<file path="src/rtl/core/assert_macros.svh">
// assertion macros used by the top-level rtl file
// no dependencies; pulled in by include where a module checks itself
`ifndef ASSERT_MACROS_SVH
`define ASSERT_MACROS_SVH

// same-cycle implication under reset
`define ASSERT_IMP(lbl, clk, rst_n, pre, post) \
	lbl: assert property (@(posedge clk) disable iff (!rst_n) (pre) |-> (post)) \
		else $error("assertion failed");

// next-cycle implication under reset
`define ASSERT_NXT(lbl, clk, rst_n, pre, post) \
	lbl: assert property (@(posedge clk) disable iff (!rst_n) (pre) |=> (post)) \
		else $error("assertion failed");

`endif

</file>
<file path="src/rtl/core/gdrh_delay.sv">
// enabled delay line for side data that rides along a long unit
// no dependencies
`default_nettype none
module gdrh_delay #(
	parameter int W     = 8,
	parameter int DEPTH = 2
) (
	input  wire logic         clk,
	input  wire logic         arst_n,
	input  wire logic         en,
	input  wire logic [W-1:0] din,
	output logic      [W-1:0] dout
);
	logic [W-1:0] tap_s [DEPTH];

	always_ff @(posedge clk or negedge arst_n) begin
		if (!arst_n) begin
			for (int i = 0; i < DEPTH; i++) tap_s[i] <= '0;
		end else if (en) begin
			tap_s[0] <= din;
			for (int i = 1; i < DEPTH; i++) tap_s[i] <= tap_s[i-1];
		end
	end

	assign dout = tap_s[DEPTH-1];
endmodule
`default_nettype wire

</file>
<file path="config.mk">
export PLATFORM = sky130hd
export DESIGN_NAME = gdrh_delay
export DESIGN_NICKNAME = d
export VERILOG_FILES = /design/src/rtl/core/assert_macros.svh /design/src/rtl/core/gdrh_delay.sv
export SDC_FILE = /design/constraint.sdc
export NUM_CORES = 1
export LEC_CHECK = 0
export ABC_AREA = 1
export BUFFER_PORTS_ARGS = -buffer_cell sky130_fd_sc_hd__buf_4
export CAP_MARGIN = 20
export CORE_MARGIN = 4
export CORE_UTILIZATION = 49
export DETAILED_ROUTE_END_ITERATION = 12
export PLACE_DENSITY_LB_ADDON = 0.3
export SYNTH_ARGS = -nofsm -noshare
export SYNTH_HDL_FRONTEND = slang
export SYNTH_SLANG_ARGS = --single-unit
</file>
<file path="constraint.sdc">
create_clock -name clk -period 0.8 [get_ports clk]
set_input_delay 0.16 -clock clk [delete_from_list [all_inputs] [get_ports clk]]
set_output_delay 0.16 -clock clk [all_outputs]
set_load 0.05 [all_outputs]
</file>
### Word level (Yosys, flattened, before mapping)

Index checks and enable logic that the tools add are counted.

| cells by class | value |
|---|---|
| add/subtract/negate cells | 0 |
| multipliers | 0 |
| divide/modulo/power cells | 0 |
| magnitude comparators | 0 |
| equal/unequal tests | 0 |
| shift operators | 0 |
| mux-type cells | 0 |
| bitwise logic cells | 0 |
| reductions and logical operators | 0 |

| storage, ports and cells | value |
|---|---|
| register bits | 16 |
| bits in latches | 0 |
| bits in writable memories | 0 |
| memory bits (read-only) | 0 |
| input port bits | 11 |
| output and inout bits | 8 |
| word-level logic and storage cells | 2 |
| memories kept | 0 |

### Longest topological paths before layout

| depth | value |
|---|---|
| depth in word-level cells | 0 |
| mapped depth | 5 |
| gate-level depth less buffers | 3 |

### Worst setup path after synthesis

OpenSTA, ideal clock, no wires.

| path | value |
|---|---|
| path type | register to output |
| from | register tap_s, in the netlist dout[0] |
| to | output port dout[0] |
| arrival | 549 ps |
| required time | 640 ps |
| path slack | 91 ps |
| cell stages (with the launch flop) | 2 |
| buffers on the path | 1 |
| cell sequence | dfrtp_1 -> buf_4 |

RTL lines:

| what | RTL line | text |
|---|---|---|
| start, declared | gdrh_delay.sv:14 | `logic [W-1:0] tap_s [DEPTH];` |
| end, declared | gdrh_delay.sv:12 | `output logic [W-1:0] dout` |

No word-level cell between the ends.

### Final worst setup path

| path | value |
|---|---|
| from | register tap_s, in the netlist dout[6] |
| to | output port dout[6] |

No word-level cell between the ends.

==> flow_metrics.env <==
export IMPL_postSynthCellCount=76
export IMPL_yosysWarningCount=0
export IMPL_place_ws_ns=0.0718
export IMPL_synth_seq_cells=16
export IMPL_die_h_um=46.8
export IMPL_ir_worst_vdd_v=0.00129
export IMPL_min_period_ns=1.00
export IMPL_fin_util_pct=67.1
export IMPL_vias=474
export IMPL_cts_buffer_depth=2
export IMPL_final_area_um2=917
export IMPL_start_util_pct=53.9
export IMPL_crit_chain="buf_6"
export IMPL_netSwitchingFraction_pct=29.9
export IMPL_ant_nets=0
export IMPL_hp_class="in -> reg"
export IMPL_crit_buf_inv=1
export IMPL_fp_row_count=13
export IMPL_critPathTopFamily="flip-flops"
export IMPL_max_stage_delay_ns=0.41
export IMPL_report_final_hold_viol_count=0
export IMPL_fp_dieArea_um2=2190
export IMPL_worst_pin_slew_ns=0.207
export IMPL_status="finished, violations left"
export IMPL_grt_busiest_layer="met2"
export IMPL_tns_ns=-1.60
export IMPL_seq_power_share_pct=47.7
export IMPL_p_per_area_nw_per_um2=2150
export IMPL_wl_um=1150
export IMPL_finalWorstSetupSlack_ns=-0.204
export IMPL_cts_clk_slew_worst_paths_ns=0.09
export IMPL_area_delta_synth_final_pct=24.4
export IMPL_critical_path_class="reg -> out"
export IMPL_grt_pass1_vias=458
export IMPL_clock_sinks=16
export IMPL_placed_cell_area_um2=788
export IMPL_fill_cells=113
export IMPL_ioPinCount=19
export IMPL_synth_avg_cell_area_um2=9.70
export IMPL_violations="setup timing"
export IMPL_num_antenna_cells=0
export IMPL_via_per_inst=4.31
export IMPL_dr_pass1_iters=4
export IMPL_max_slew_margin_rel_pct=86.2
export IMPL_drtIter0Drc=7
export IMPL_netlist_top_cells_area="dfrtp_1 54%, nand2_1 16%, nand2_2 14%, buf_4 8.1%, buf_6 3.1%"
export IMPL_synth_cell_type_count=7
export IMPL_gr_usage_met2_pct=19.5
export IMPL_power_mw=1.97
export IMPL_nets=107
export IMPL_min_period_over_period_pct=126
export IMPL_grt_pass1_wl_um=1840
export IMPL_p_clk_share_pct=26.3
export IMPL_grt_use_met3_pct=3.45
export IMPL_setup_viol=9
export IMPL_io_buffer_count=18
export IMPL_switchingPower_uw=590
export IMPL_syn_area_um2=737
export IMPL_skew_ns=0.00282
export IMPL_cp_slowest_cell="dfrtp_1"
export IMPL_dp_final_hpwl_um=714
export IMPL_drv_slew=0
export IMPL_cap_violations=0
export IMPL_clockRootBuffer="clkbuf_4"
export IMPL_yosysSeqAreaShare_pct=54.3
export IMPL_die_w_um=46.8
export IMPL_p_leak_nw=0.502
export IMPL_numCtsBuffers=3
export IMPL_core_area_um2=1370
export IMPL_cts_tree="built"
export IMPL_setup_worst_path_start_class="flop"
export IMPL_grt_start_max_net_pins=18
export IMPL_place_gp_congestion=0.654
export IMPL_fmax_mhz=996
export IMPL_grt_usage_pct=12.2
export IMPL_arrival_ns=0.84
export IMPL_synth_nets=87
export IMPL_synth_top_cell_by_area="dfrtp_1"
export IMPL_antenna_found_initial=0
export IMPL_cp_required_ns=0.64
export IMPL_grt_overflow_total=0
export IMPL_synth_top_area_share_pct=54.3
export IMPL_remaining_drc_errors=0
export IMPL_drive_above_1_share_pct=49.5
export IMPL_critPathMaxFanout=2
export IMPL_power_share_combinational_pct=26.0
export IMPL_use_met1_pct=14.8
export IMPL_worstSetupEndpointType="output port"
export IMPL_wire_per_inst_um=10.5
export IMPL_clkLatencyLatePin_ns=0.28
export IMPL_h_tree_depth=1
export IMPL_rsz0062_at_grt="true"
export IMPL_p_int_mw=1.38
[per-stage QoR]
stage / cells / hold WS (ns)
2_1_floorplan: 76 / -0.136
3_3_place_gp: 98 / 0.0271
3_5_place_dp: 98 / 0.0283
4_1_cts: 108 / 0.0673
5_1_grt: 110 / 0.0636
6_report: 110 / 0.0757
[power groups by stage]
stage / clock, mW / sequential (mW) / combinational [mW]
after detailed placement: 0 / 0.954 / 0.424
after floorplan: 0 / 0.946 / 0.372
after global placement: 0 / 0.951 / 0.419
final: 0.519 / 0.941 / 0.512
after CTS: 0.536 / 0.941 / 0.502
after global routing: 0.570 / 0.950 / 0.553
[cells by family (layout without fill, tap and decap cells)]
group	Yosys count	in the layout	share of synthesized area, %
simple gates	48	48	30.2
flops	16	16	54.3
buf+inv	12	31	15.5
[path summary, 6_finish.rpt]
| check | startpoint | to | slack [ns] | cells after the start |
|---|---|---|---|---|
| max in group asynchronous | arst_n | tap_s[10] | 0.35 | 2 |
| worst max-delay path | dout[6] | dout[6] | -0.20 | 1 |
| worst max register to register | dout[3] | dout[3] | -0.05 | 4 |
| min in group asynchronous | arst_n | tap_s[8] | 0.27 | 2 |
| worst min-delay path | din[5] | tap_s[13] | 0.08 | 3 |
| worst min register to register | tap_s[15] | tap_s[15] | 0.48 | 2 |
[area by class of cell]
type / count / area, µm² / area share, %
Multi-Input combinational cell: 48 / 223 / 24.3
Tap cell: 15 / 18.8 / 2.05
Inverter: 1 / 11.3 / 1.23
Sequential cell: 16 / 400 / 43.7
Timing Repair Buffer: 26 / 228 / 24.8
Clock buffer: 4 / 36.3 / 3.96
[cells in the mapped netlist]
cell type  number
nand2_1        31
inv_8           1
dfrtp_1        16
buf_12          1
buf_6           2
nand2_2        17
buf_4           8
[per-layer routing]
metal / up-vias / wire (µm) / share of wire (%)
li1: 255 / - / -
met1: 207 / 491 / 43
met2: 10 / 581 / 51
met3: 2 / 66 / 5.7
met4: 0 / 10 / 0.87
met5: - / 0 / 0
[what timing repair did]
item,CTS,global route
cloned,0,0
endpoints found under the setup margin,8,8
hold endpoints to repair,16,0
hold buffers,1,0
buffers inserted,5,2
resized for setup,8,0
[registers in the layout (all words and copies together) (netlist names)]
signal and count:
dout 8, tap_s 8
[cells in the final DEF (no fill, tap or decap), drive strengths merged]
cell          n
nand2        48
buf          25
dfrtp        16
clkbuf        4
inv           1
dlygate4sd3   1
Power figures use the tool's default switching activity.
