--- config.mk ---
export PLATFORM = sky130hd
export DESIGN_NAME = gdrh_isqrt
export DESIGN_NICKNAME = d
export VERILOG_FILES = /design/src/rtl/core/assert_macros.svh /design/src/rtl/core/gdrh_isqrt.sv
export SDC_FILE = /design/constraint.sdc
export NUM_CORES = 2
export LEC_CHECK = 0
export ABC_CLOCK_PERIOD_IN_PS = 3700
export BUFFER_PORTS_ARGS = -buffer_cell sky130_fd_sc_hd__buf_2
export CORE_UTILIZATION = 45
export DETAILED_ROUTE_END_ITERATION = 6
export PLACE_DENSITY = 0.59
export SETUP_SLACK_MARGIN = 0.1
export SYNTH_ARGS = -nofsm -noshare
export SYNTH_HDL_FRONTEND = slang
export SYNTH_SLANG_ARGS = --single-unit
--- constraint.sdc ---
create_clock -name clk -period 3.7 [get_ports clk]
set_clock_uncertainty 0.15 [all_clocks]
set_input_delay 0.74 -clock clk [delete_from_list [all_inputs] [get_ports clk]]
set_output_delay 0.74 -clock clk [all_outputs]
set_load 0.1 [all_outputs]
--- src/rtl/core/assert_macros.svh ---
// assertion macros used by the top-level rtl file
// no dependencies; pulled in by include where a module checks itself
`ifndef ASSERT_MACROS_SVH
`define ASSERT_MACROS_SVH

// same-cycle implication under reset
`define ASSERT_IMP(lbl, clk, rst_n, pre, post) \
	lbl: assert property (@(posedge clk) disable iff (!rst_n) (pre) |-> (post)) \
		else $error("assertion failed");

// next-cycle implication under reset
`define ASSERT_NXT(lbl, clk, rst_n, pre, post) \
	lbl: assert property (@(posedge clk) disable iff (!rst_n) (pre) |=> (post)) \
		else $error("assertion failed");

`endif

--- src/rtl/core/gdrh_isqrt.sv ---
// pipelined 64-bit integer square root, one result bit per stage
// no dependencies
`default_nettype none
module gdrh_isqrt (
	input  wire logic        clk,
	input  wire logic        en,
	input  wire logic [63:0] radicand,
	output logic      [31:0] root
);
	logic [63:0] v_s   [0:32];
	logic [63:0] res_s [0:32];

	assign v_s[0]   = radicand;
	assign res_s[0] = '0;

	for (genvar i = 0; i < 32; i++) begin : g_step
		localparam logic [63:0] BIT = 64'd1 << (62 - 2 * i);
		logic [63:0] trial;
		assign trial = res_s[i] + BIT;
		always_ff @(posedge clk) begin
			if (en) begin
				if (v_s[i] >= trial) begin
					v_s[i+1]   <= v_s[i] - trial;
					res_s[i+1] <= (res_s[i] >> 1) + BIT;
				end else begin
					v_s[i+1]   <= v_s[i];
					res_s[i+1] <= res_s[i] >> 1;
				end
			end
		end
	end

	assign root = res_s[32][31:0];
endmodule
`default_nettype wire

# [Yosys cells after proc, flatten, opt, wreduce, memory -nomap -nowiden]
# Cells that the tools add are included.
[classes] n_addsub=93 mul=0 n_div=0 order_cmp=32 n_eq_ne=0 shifts=0 n_mux=63 bitwise=0 n_reduce_logical=0
[ops] cell="64-bit >= comparator" n=31
[ops] cell="64-bit two-way mux" n=31
[ops] cell="63-bit two-way mux" n=31
[ops] cell="64-bit subtractor" n=30
[ops] cell="63-bit by 11-bit adder with 64-bit output (second input constant)" n=1
[ops] cell="63-bit by 13-bit adder with 64-bit output (second input constant)" n=1
[ops] cell="63-bit by 15-bit adder with 64-bit output (second input constant)" n=1
[ops] cell="63-bit by 17-bit adder with 64-bit output (second input constant)" n=1
[ops] cell="63-bit by 19-bit adder with 64-bit output (second input constant)" n=1
[ops] cell="63-bit by 21-bit adder with 64-bit output (second input constant)" n=1
[ops] cell="63-bit by 23-bit adder with 64-bit output (second input constant)" n=1
[ops] cell="63-bit by 25-bit adder with 64-bit output (second input constant)" n=1
[ops] cell="63-bit by 27-bit adder with 64-bit output (second input constant)" n=1
[ops] cell="63-bit by 29-bit adder with 64-bit output (second input constant)" n=1
[ops] cell="63-bit by 3-bit adder with 64-bit output (second input constant)" n=1
[ops] cell="63-bit by 31-bit adder with 64-bit output (second input constant)" n=1
[ops] cell="63-bit by 33-bit adder with 64-bit output (second input constant)" n=1
[ops] cell="63-bit by 35-bit adder with 64-bit output (second input constant)" n=1
[ops] cell="63-bit by 37-bit adder with 64-bit output (second input constant)" n=1
[ops] cell="63-bit by 39-bit adder with 64-bit output (second input constant)" n=1
[ops] cell="63-bit by 41-bit adder with 64-bit output (second input constant)" n=1
[ops] cell="63-bit by 43-bit adder with 64-bit output (second input constant)" n=1
[ops] cell="63-bit by 45-bit adder with 64-bit output (second input constant)" n=1
[ops] cell="63-bit by 47-bit adder with 64-bit output (second input constant)" n=1
[ops] cell="45 further kinds" n=45
[word_totals] regBits=4000 latch_bits=0 mem_bits_rw=0 mem_bits_ro=0 elab_cells=281 memories=0

# [Depth between registers and ports, before layout]
[depth] ltp_word=3 ltp_mapped=15

# [Worst setup path after synthesis]
# OpenSTA, ideal clock, no wires.
[synth_path] path_kind="reg-to-reg" start="register v_s[948] (netlist name)" end="register v_s[889] (netlist name) (data pin)" setup_time_ns=0.258 t_arrival_ns=3.211 path_slack_ns=0.081 path_stages_with_launch=13 path_buffers=2 period_less_slack_ns=3.619 cell_sequence="edfxtp_1 > or4_1 > or3_1 > or3_4 > or4_1 > a41oi_1 > and3_1 > buf_4 > inv_2 > buf_6 > nand4_4 > and3b_1 > xor2_1"
[synth_via] elab_chain_len=2
[synth_rtl] item="start: declaration" line="gdrh_isqrt.sv:10" text="logic [63:0] v_s [0:32];"
[synth_rtl] item="start signal: indexed assignment" line="gdrh_isqrt.sv:23" text="v_s[i+1] <= v_s[i] - trial;"
[synth_rtl] item="start signal: indexed assignment" line="gdrh_isqrt.sv:26" text="v_s[i+1] <= v_s[i];"
[synth_rtl] item="64-bit subtractor or 64-bit >= comparator (tied branches)" line="gdrh_isqrt.sv:23, gdrh_isqrt.sv:22"
[synth_rtl] item="64-bit two-way mux (*)" line="gdrh_isqrt.sv:22" text="if (v_s[i] >= trial) begin"
# Mark *: on every way between the ends. The rest lies on a longest branch, timed or not.
# A chain may end at the register's enable or synchronous reset.

# [Worst setup path in the final report]
[layout_path] start="register v_s[1208] (netlist name)" end="register v_s[1151] (netlist name) (data pin)"
# The elaborated chain is that of the path after synthesis.

==> results.cfg <==
[yosys]
synthMuxAreaShare = 0.00713
yosysSeqAreaShare = 0.624
async_reset_ff_frac = 0
synth_adder_area_share = 0.0578
synth_edf_count = 2512
synthXorXnorAreaFrac = 0.0645
synth_fp_nets = 10300
synth_cells = 9655
synth_compound_area_frac = 0.0952
avgSynthCellArea_um2 = 12.5
synth_flop_cell = edfxtp_1
synthSimpleGateAreaFrac = 0.123
yosysWarnings = 0
mappedNetlistArea_um2 = 121000
synthDistinctLibCells = 92
synth_top_family_by_area = simple AND/OR/NAND/NOR gates
synth_seq_cells = 2512

[sta]
setup_slack_ns = 0.0948
period_share = 0.974
whs_ns = 0.0558
setup_violations = 0
final-max-slew-violation-count = 0
max_slew_margin = 0.223
post-route-min-period_ns = 3.61
tightest_slew_ns = 1.16
hold_viol = 0
fmax_mhz = 277
rsz0062_at_grt = yes

[critical_path]
crit_required_ns = 4.15
critPathKind = reg -> reg
critPathLaunchType = flop
endpoint_kind = flop
crit_arrival_ns = 4.06
cp_max_fo = 5

[clock_network]
clk_pin_slew_worst_paths_ns = 0.06
cts_tree = yes
cts-root-buf = clkbuf_16
numCtsBuffers = 280
htree_num_levels = 5
insertion_delay_ns = 0.92
cts.path.max_buffers = 4
cts.sinks = 2512

[power]
p_sw_frac = 0.300
p_seq_frac = 0.450
cellPowerDensity_nw_per_um2 = 614
switching_power_mw = 26.2
total_power_mw = 87.1
p_leak_nw = 53.9
ir_worst_vdd_v = 0.000433
intPower_mw = 61.0
combPwrFrac = 0.232
pwr-share-clk = 0.318

[floorplanning]
die_h_um = 520
fp.coreArea_um2 = 266000
die-area_um2 = 271000
fp-row-count = 189
die_w_um = 520
num_io_pins = 98
initial_core_util = 0.454

[place]
numPortBuffers = 97
dpl_cell_area_um2 = 130000
dp_slack_ns = -0.710
gp_congestion = 0.926
hpwl_mm = 246

[routing]
viasPerCell = 5.62
routedWlPerCell_um = 22.6
drt_first_iter_violations = 7160
detail-route-antenna-nets = 0
finalWirelength_mm = 324
vias = 80400
drcViolationCount = 0
dr.pass1.iters = 6

[grt]
antenna_found_initial = 12
overflow = 0
grt_use_total = 0.233
grt_pass1_wl_mm = 481
grt_pass1_vias = 77600
grt_max_degree = 143

[flow_run]
cap_violations = 0

[status]
status = finished clean

[layout]
design_area_um2 = 142000
area_growth_pct = 17.3
drive_gt1_frac = 0.144
fin_nets = 11200
fin_util = 0.533

[worst_hold_path]
hp-class = in -> reg
==> registers in the layout (all words and copies together) (netlist names) <==
register and cells:
v_s 1984, res_s 496, root 32
==> cell families after synthesis <==
family	count (synthesis)
muxes	77
and+or+nand+nor	2845
adders and majority gates	558
xor gates and xnor gates	890
buffers and inverters	923
DFF	2512
AOI/OAI and AO/OA	1850
==> area by class of cell <==
cell class,count,area [um2]
sequential,2512,75400
clock buffer,337,7370
timing repair buffer,833,6760
inverter,711,2680
multi-input combinational,6221,43400
clock inverter,163,1730
tap,3533,4420
fill,22300,124000
antenna,7,17.5
==> cells in the final DEF, fill, tap and decap left out, types with 39 or more instances in the layout <==
| master | synthesis | layout |
|---|---|---|
| a211oi_1 | 50 | 45 |
| a21o_1 | 242 | 240 |
| a21oi_1 | 667 | 648 |
| and3_1 | 51 | 49 |
| buf_12 | 0 | 43 |
| buf_2 | 13 | 98 |
| buf_4 | 1 | 615 |
| clkbuf_1 | 181 | 50 |
| clkbuf_16 | 0 | 287 |
| clkinv_1 | 1 | 47 |
| clkinv_2 | 0 | 47 |
| dlygate4sd3_1 | 0 | 62 |
| edfxtp_1 | 2512 | 2512 |
| ha_1 | 558 | 541 |
| inv_1 | 706 | 705 |
| mux2_2 | 73 | 73 |
| nand2_1 | 559 | 558 |
| nand2b_1 | 95 | 92 |
| nand3_1 | 150 | 146 |
| nand4_1 | 169 | 169 |
| nor2_1 | 678 | 671 |
| nor2b_1 | 71 | 71 |
| nor3_1 | 250 | 231 |
| nor4_1 | 353 | 319 |
| nor4b_1 | 54 | 44 |
| o211ai_1 | 44 | 44 |
| o21a_1 | 91 | 88 |
| o21ai_0 | 393 | 373 |
| or2_2 | 40 | 39 |
| or3_1 | 120 | 108 |
| or4_1 | 70 | 59 |
| xnor2_1 | 468 | 466 |
| xor2_1 | 422 | 422 |
==> worst max-delay path, cell delays in order (launching register included) <==
cell and delay (ns):
edfxtp_1 0.38, or3_4 0.41, or3_4 0.34, or4b_4 0.52, or3_4 0.34, nand2b_1 0.15, or3_4 0.35, buf_4 0.15
and3b_2 0.22, nor4b_1 0.16, xor2_1 0.16
==> final timing paths <==
check                                         start             endpoint  slack [ns]  cells after the start
worst min register to register  v_s[1280]$_DFFE_PP_  v_s[1216]$_DFFE_PP_        0.25                      0
worst max register to register  v_s[1208]$_DFFE_PP_  v_s[1151]$_DFFE_PP_        0.09                     10
worst max-delay path            v_s[1208]$_DFFE_PP_  v_s[1151]$_DFFE_PP_        0.09                     10
worst min-delay path                   radicand[63]  v_s[2047]$_DFFE_PP_        0.06                      3
==> cells in the mapped netlist (all sizes together) (121+ instances only) <==
| master | number | area (um2) |
|---|---|---|
| a21oi | 667 | 3340 |
| nand2 | 560 | 2100 |
| nor4 | 354 | 2220 |
| or3 | 121 | 762 |
| inv | 710 | 2670 |
| xnor2 | 468 | 4100 |
| nor3 | 252 | 1280 |
| edfxtp | 2512 | 75400 |
| nand4 | 170 | 1080 |
| a21o | 242 | 1820 |
| nor2 | 678 | 2540 |
| o21ai | 400 | 2000 |
| ha | 558 | 6980 |
| xor2 | 422 | 3700 |
| nand3 | 150 | 751 |
| clkbuf | 181 | 679 |
==> metal layers <==
layer,track usage,vias up,share of wire
met5,0,-,0
met2,0.378,2163,0.47
met3,0.0260,457,0.049
li1,-,38100,-
met4,0.0556,0,0.024
met1,0.334,39700,0.46
==> power groups by stage <==
stage	Clock, mW	Sequential [mW]	Combinational [mW]
6_report	27.7	39.2	20.2
5_1_grt	29.3	39.5	22.2
4_1_cts	28.3	39.2	19.7
3_5_place_dp	0	39.7	19.3
3_3_place_gp	0	39.7	19.2
2_1_floorplan	0	38.3	12.9
==> through the flow <==
step	instances	TNS [ns]
floorplan	9655	0
global placement	13700	-13.93
detailed placement	13700	-14.71
CTS	14300	0
global route	14300	0
finish	14300	0
==> what timing repair did <==
action	4_1_cts	5_1_grt
pin swaps	15	58
hold buffers	62	0
setup endpoints to repair	213	465
endpoints found under the hold margin	62	0
cloned	1	3
resized for setup	80	231
buffers inserted	26	40
No activity file was read; power rests on OpenSTA's default activity.
